$ cat config.mk
export PLATFORM = sky130hd
export DESIGN_NAME = oht_index
export DESIGN_NICKNAME = d
export VERILOG_FILES = /design/src/hw/rtl/oht_pkg.sv /design/src/hw/rtl/oht_index.sv
export SDC_FILE = /design/constraint.sdc
export NUM_CORES = 1
export LEC_CHECK = 0
export ABC_AREA = 1
export BUFFER_PORTS_ARGS = -buffer_cell sky130_fd_sc_hd__buf_2
export CAP_MARGIN = 40
export CORE_AREA = 4 4 41 43
export DETAILED_ROUTE_END_ITERATION = 16
export DIE_AREA = 0 0 45 47
export HOLD_SLACK_MARGIN = 0.06
export PLACE_DENSITY = 0.72
export SYNTH_ARGS = -nofsm -noshare
export SYNTH_HDL_FRONTEND = slang
export SYNTH_SLANG_ARGS = --single-unit
$ cat constraint.sdc
create_clock -name clk -period 0.8 [get_ports clk]
set_input_delay 0 -clock clk [delete_from_list [all_inputs] [get_ports clk]]
set_output_delay 0 -clock clk [all_outputs]
set_load 0.02 [all_outputs]
$ cat src/hw/rtl/oht_pkg.sv
// ----------------------------------------------------------------------------
// oht_pkg
// Request codes, status codes, field widths and shared types for the ordered
// open-address hash table.
// ----------------------------------------------------------------------------
package oht_pkg;

  localparam int HASH_W  = 32;
  localparam int TAG_W   = 64;
  localparam int DATA_W  = 32;
  localparam int POS_W   = 9;
  localparam int SLOT_W  = 8;

  localparam logic [1:0] REQ_LOOKUP   = 2'd0;
  localparam logic [1:0] REQ_SET      = 2'd1;
  localparam logic [1:0] REQ_READ_POS = 2'd2;

  localparam logic [1:0] ST_OK     = 2'd0;
  localparam logic [1:0] ST_ABSENT = 2'd1;
  localparam logic [1:0] ST_FULL   = 2'd2;
  localparam logic [1:0] ST_RANGE  = 2'd3;

  typedef struct packed {
    logic rd;
    logic append;
  } ord_cmd_t;

endpackage

$ cat src/hw/rtl/oht_index.sv
// ----------------------------------------------------------------------------
// oht_index
// Reduces a 32-bit probe counter to a slot number modulo the table capacity.
// ----------------------------------------------------------------------------
module oht_index #(
  parameter int CAPACITY = 256
) (
  input  logic                                  clk,
  input  logic                                  rst,
  input  logic                                  start,
  input  logic [oht_pkg::HASH_W-1:0]            probe_val,
  output logic                                  done,
  output logic [$clog2(CAPACITY)-1:0]           slot
);

  localparam int SW = $clog2(CAPACITY);

  generate
    if ((CAPACITY & (CAPACITY - 1)) == 0) begin : g_mask
      logic          done_q;
      logic [SW-1:0] slot_q;

      always_ff @(posedge clk) begin
        if (rst) begin
          done_q <= 1'b0;
        end else begin
          done_q <= start;
        end
        if (start) begin
          slot_q <= probe_val[SW-1:0];
        end
      end

      assign done = done_q;
      assign slot = slot_q;
    end else begin : g_reduce
      localparam logic [SW:0] CAP_V = (SW + 1)'(CAPACITY);

      logic                        busy;
      logic                        done_q;
      logic [1:0]                  cnt;
      logic [oht_pkg::HASH_W-1:0]  word;
      logic [SW-1:0]               rem;
      logic [SW-1:0]               rem_next;

      // Eight bits of the counter are folded into the remainder per cycle.
      always_comb begin
        logic [SW:0] t;
        rem_next = rem;
        for (int k = 0; k < 8; k++) begin
          t = {rem_next, word[oht_pkg::HASH_W-1-k]};
          if (t >= CAP_V) begin
            t = t - CAP_V;
          end
          rem_next = t[SW-1:0];
        end
      end

      always_ff @(posedge clk) begin
        if (rst) begin
          busy   <= 1'b0;
          done_q <= 1'b0;
          cnt    <= 2'd0;
        end else begin
          done_q <= 1'b0;
          if (start) begin
            busy <= 1'b1;
            cnt  <= 2'd0;
          end else if (busy) begin
            cnt <= cnt + 2'd1;
            if (cnt == 2'd3) begin
              busy   <= 1'b0;
              done_q <= 1'b1;
            end
          end
        end
        if (start) begin
          word <= probe_val;
          rem  <= '0;
        end else if (busy) begin
          word <= {word[oht_pkg::HASH_W-9:0], 8'h00};
          rem  <= rem_next;
        end
      end

      assign done = done_q;
      assign slot = rem;
    end
  endgenerate

endmodule

==> impl_metrics.csv <==
group,metric,value,unit
run_status,status,"finished, violations left",
run_status,violations,"negative setup slack",
placement,dp_cells,45,
sta,slew_headroom,86.9,%
synthesis,synth_cells,11,
pwr,p_leak,0.239,nW
grt,grt_overflow_total,0,
floorplanning,io_pins,44,
layout,drive_gt1_share,53.5,%
synthesis,yosys.area.top_type,"edfxtp_1",
synthesis,ys_seq_area_share,96.3,%
critical_path,path_cells,"buf_6",
grt,antenna_found_initial,0,
sta,report.final.slew_viol_count,0,
floorplanning,die_area,2120,sq um
critical_path,worstSetupPathType,"reg2out",
critical_path,required,0.80,ns
floorplanning,die_height,47,microns
grt,track_usage,8.09,%
route,drt_iter0_markers,0,
sta,worstMarginPinSlew,0.197,ns
layout,final_nets,79,
placement,portBuffers,19,
sta,setup_tns,-0.00157,ns
synthesis,yosysWarnings,0,
placement,gp_congestion,0.673,
grt,grt_pass1_wl,1080,microns
clock_network,cts_tree,"built",
layout,antenna_cells,0,
floorplanning,start_util,20.8,%
critical_path,cp_top_family,"flip-flops",
pwr,ir_worst_vdd,0.815,mV
grt,grt_pass1_vias,219,
route,ant_nets,0,
synthesis,ys.flop_type,"edfxtp_1",
pwr,finalPower,1.09,mW
layout,synthToLayoutAreaGrowth,104,%
clock_network,cts_root_buf,"clkbuf_4",
job,cap_violations,0,
synthesis,synth_most_common_cell,"edfxtp_1",
route,drc,0,
route,vias,208,
synthesis,synth_area_per_cell,24.6,sq um
route,drt_first_pass_iters,1,
synthesis,synth_seq_cells,9,
floorplanning,core-area,1300,sq um
synthesis,ys_top_cells_by_area,"edfxtp_1, dfxtp_1, nor2_2, inv_1",
critical_path,end_kind,"primary output",
clock_network,clk_pin_slew,0.06,ns
layout,fill_cells,137,
sta,min_period,0.801,ns
sta,setup_violations,2,
clock_network,post-cts-setup-buffer-count,0,
clock_network,clock_sinks,9,
critical_path,cpPeakStageDelay,0.40,ns
grt,grt_max_degree,10,
synthesis,synthesis.area,270,sq um
sta,fin_ws,-0.00117,ns
route,drt-total-wl,652,microns
synthesis,synth_top_cell_area_share,88.9,%
route,routed_via_density,3.59,
route,detail_route.wl_per_cell,11.2,microns
clock_network,clk_path_buf_depth,2,
sta,hold_viol_final,0,
critical_path,cp.arrival,0.80,ns
min_path,hold_class,"in2reg",
layout,stdcell_count,58,
layout,final_core_util,42.3,%
synthesis,synth_edf_count,8,
sta,period_share,100,%
critical_path,crit_path_top_delay_cell,"edfxtp_1",
synthesis,ys_async_sr_fraction,0,%
critical_path,path_buf_inv,1,
synthesis,netlist_top_cells_count,"edfxtp_1, dfxtp_1, inv_1, nor2_2",
pwr,powerDensity,1990,nW/um^2
floorplanning,rows,13,
sta,rsz0062_at_grt,"yes",
clock_network,h-tree-depth,1,
floorplanning,die_x,45,microns
critical_path,worstPathMaxFanout,1,
synthesis,synth_fp_nets,46,
clock_network,cts_buffers,3,
sta,clock.fmax,1.25,GHz
synthesis,ys_types,4,
critical_path,start_kind,"flip-flop",
## kinds of logic (layout without fill, tap and decap cells)
logic type | after synthesis | count (layout) | share of synthesized area [%]
flops | 9 | 9 | 96.3
simple gates | 1 | 1 | 2.32
buf+inv | 1 | 33 | 1.39
## worst paths after layout
path	start	to	slack, ns	cells past startpoint
setup / recovery	slot[7]	slot[7]	-0.001	1
hold / removal	start	done	0.08	3
## timing repair
item                                    CTS  global route
endpoints found under the hold margin     9             0
endpoints found under the setup margin    3             8
gates resized for setup                   4            12
hold buffers                              9             0
pin swaps                                 0             0
## power by group
group / internal, mW / switching [mW] / leakage, nW
registers: 0.552 / 0.0166 / 0.0866
logic: 0.105 / 0.0772 / 0.137
clock network: 0.192 / 0.150 / 0.0150
total: 0.849 / 0.244 / 0.239
## metal layers
layer  up-vias  wire length, microns  global-route usage (%)
met3         0                   108                    4.60
met4         0                     0                    8.77
met2        20                   256                    8.76
met1        84                   287                    10.2
met5         -                     0                       0
li1        104                     -                       -
## sequential cells by signal (all words and copies together), names as in the netlist
name  flops
slot      8
done      1
## per-stage QoR
| step | setup slack, ns | hold WS (ns) | cell area (sq um) |
|---|---|---|---|
| CTS | -0.0311 | 0.0657 | 513 |
| floorplan | 0.351 | 0.0669 | 270 |
| global placement | 0.271 | 0.166 | 384 |
| global route | -0.0537 | 0.0774 | 551 |
| detailed placement | 0.261 | 0.170 | 384 |
| finish | -0.00117 | 0.0809 | 551 |
## cell type report
cell class / count / area [sq um] / share of cell area [%]
Inverter: 1 / 3.75 / 0.682
Multi-Input combinational cell: 1 / 6.26 / 1.14
Timing Repair Buffer: 28 / 235 / 42.7
Sequential cell: 9 / 260 / 47.3
Clock buffer: 4 / 26.3 / 4.77
Tap cell: 15 / 18.8 / 3.41
## placed cells by master, fill, tap and decap left out
| cell | n |
|---|---|
| buf_2 | 11 |
| buf_6 | 8 |
| nor2_2 | 1 |
| clkbuf_1 | 1 |
| inv_1 | 1 |
| dfxtp_1 | 1 |
| dlygate4sd3_1 | 9 |
| edfxtp_1 | 8 |
| clkbuf_4 | 3 |
(Power assumes the default switching activity.)
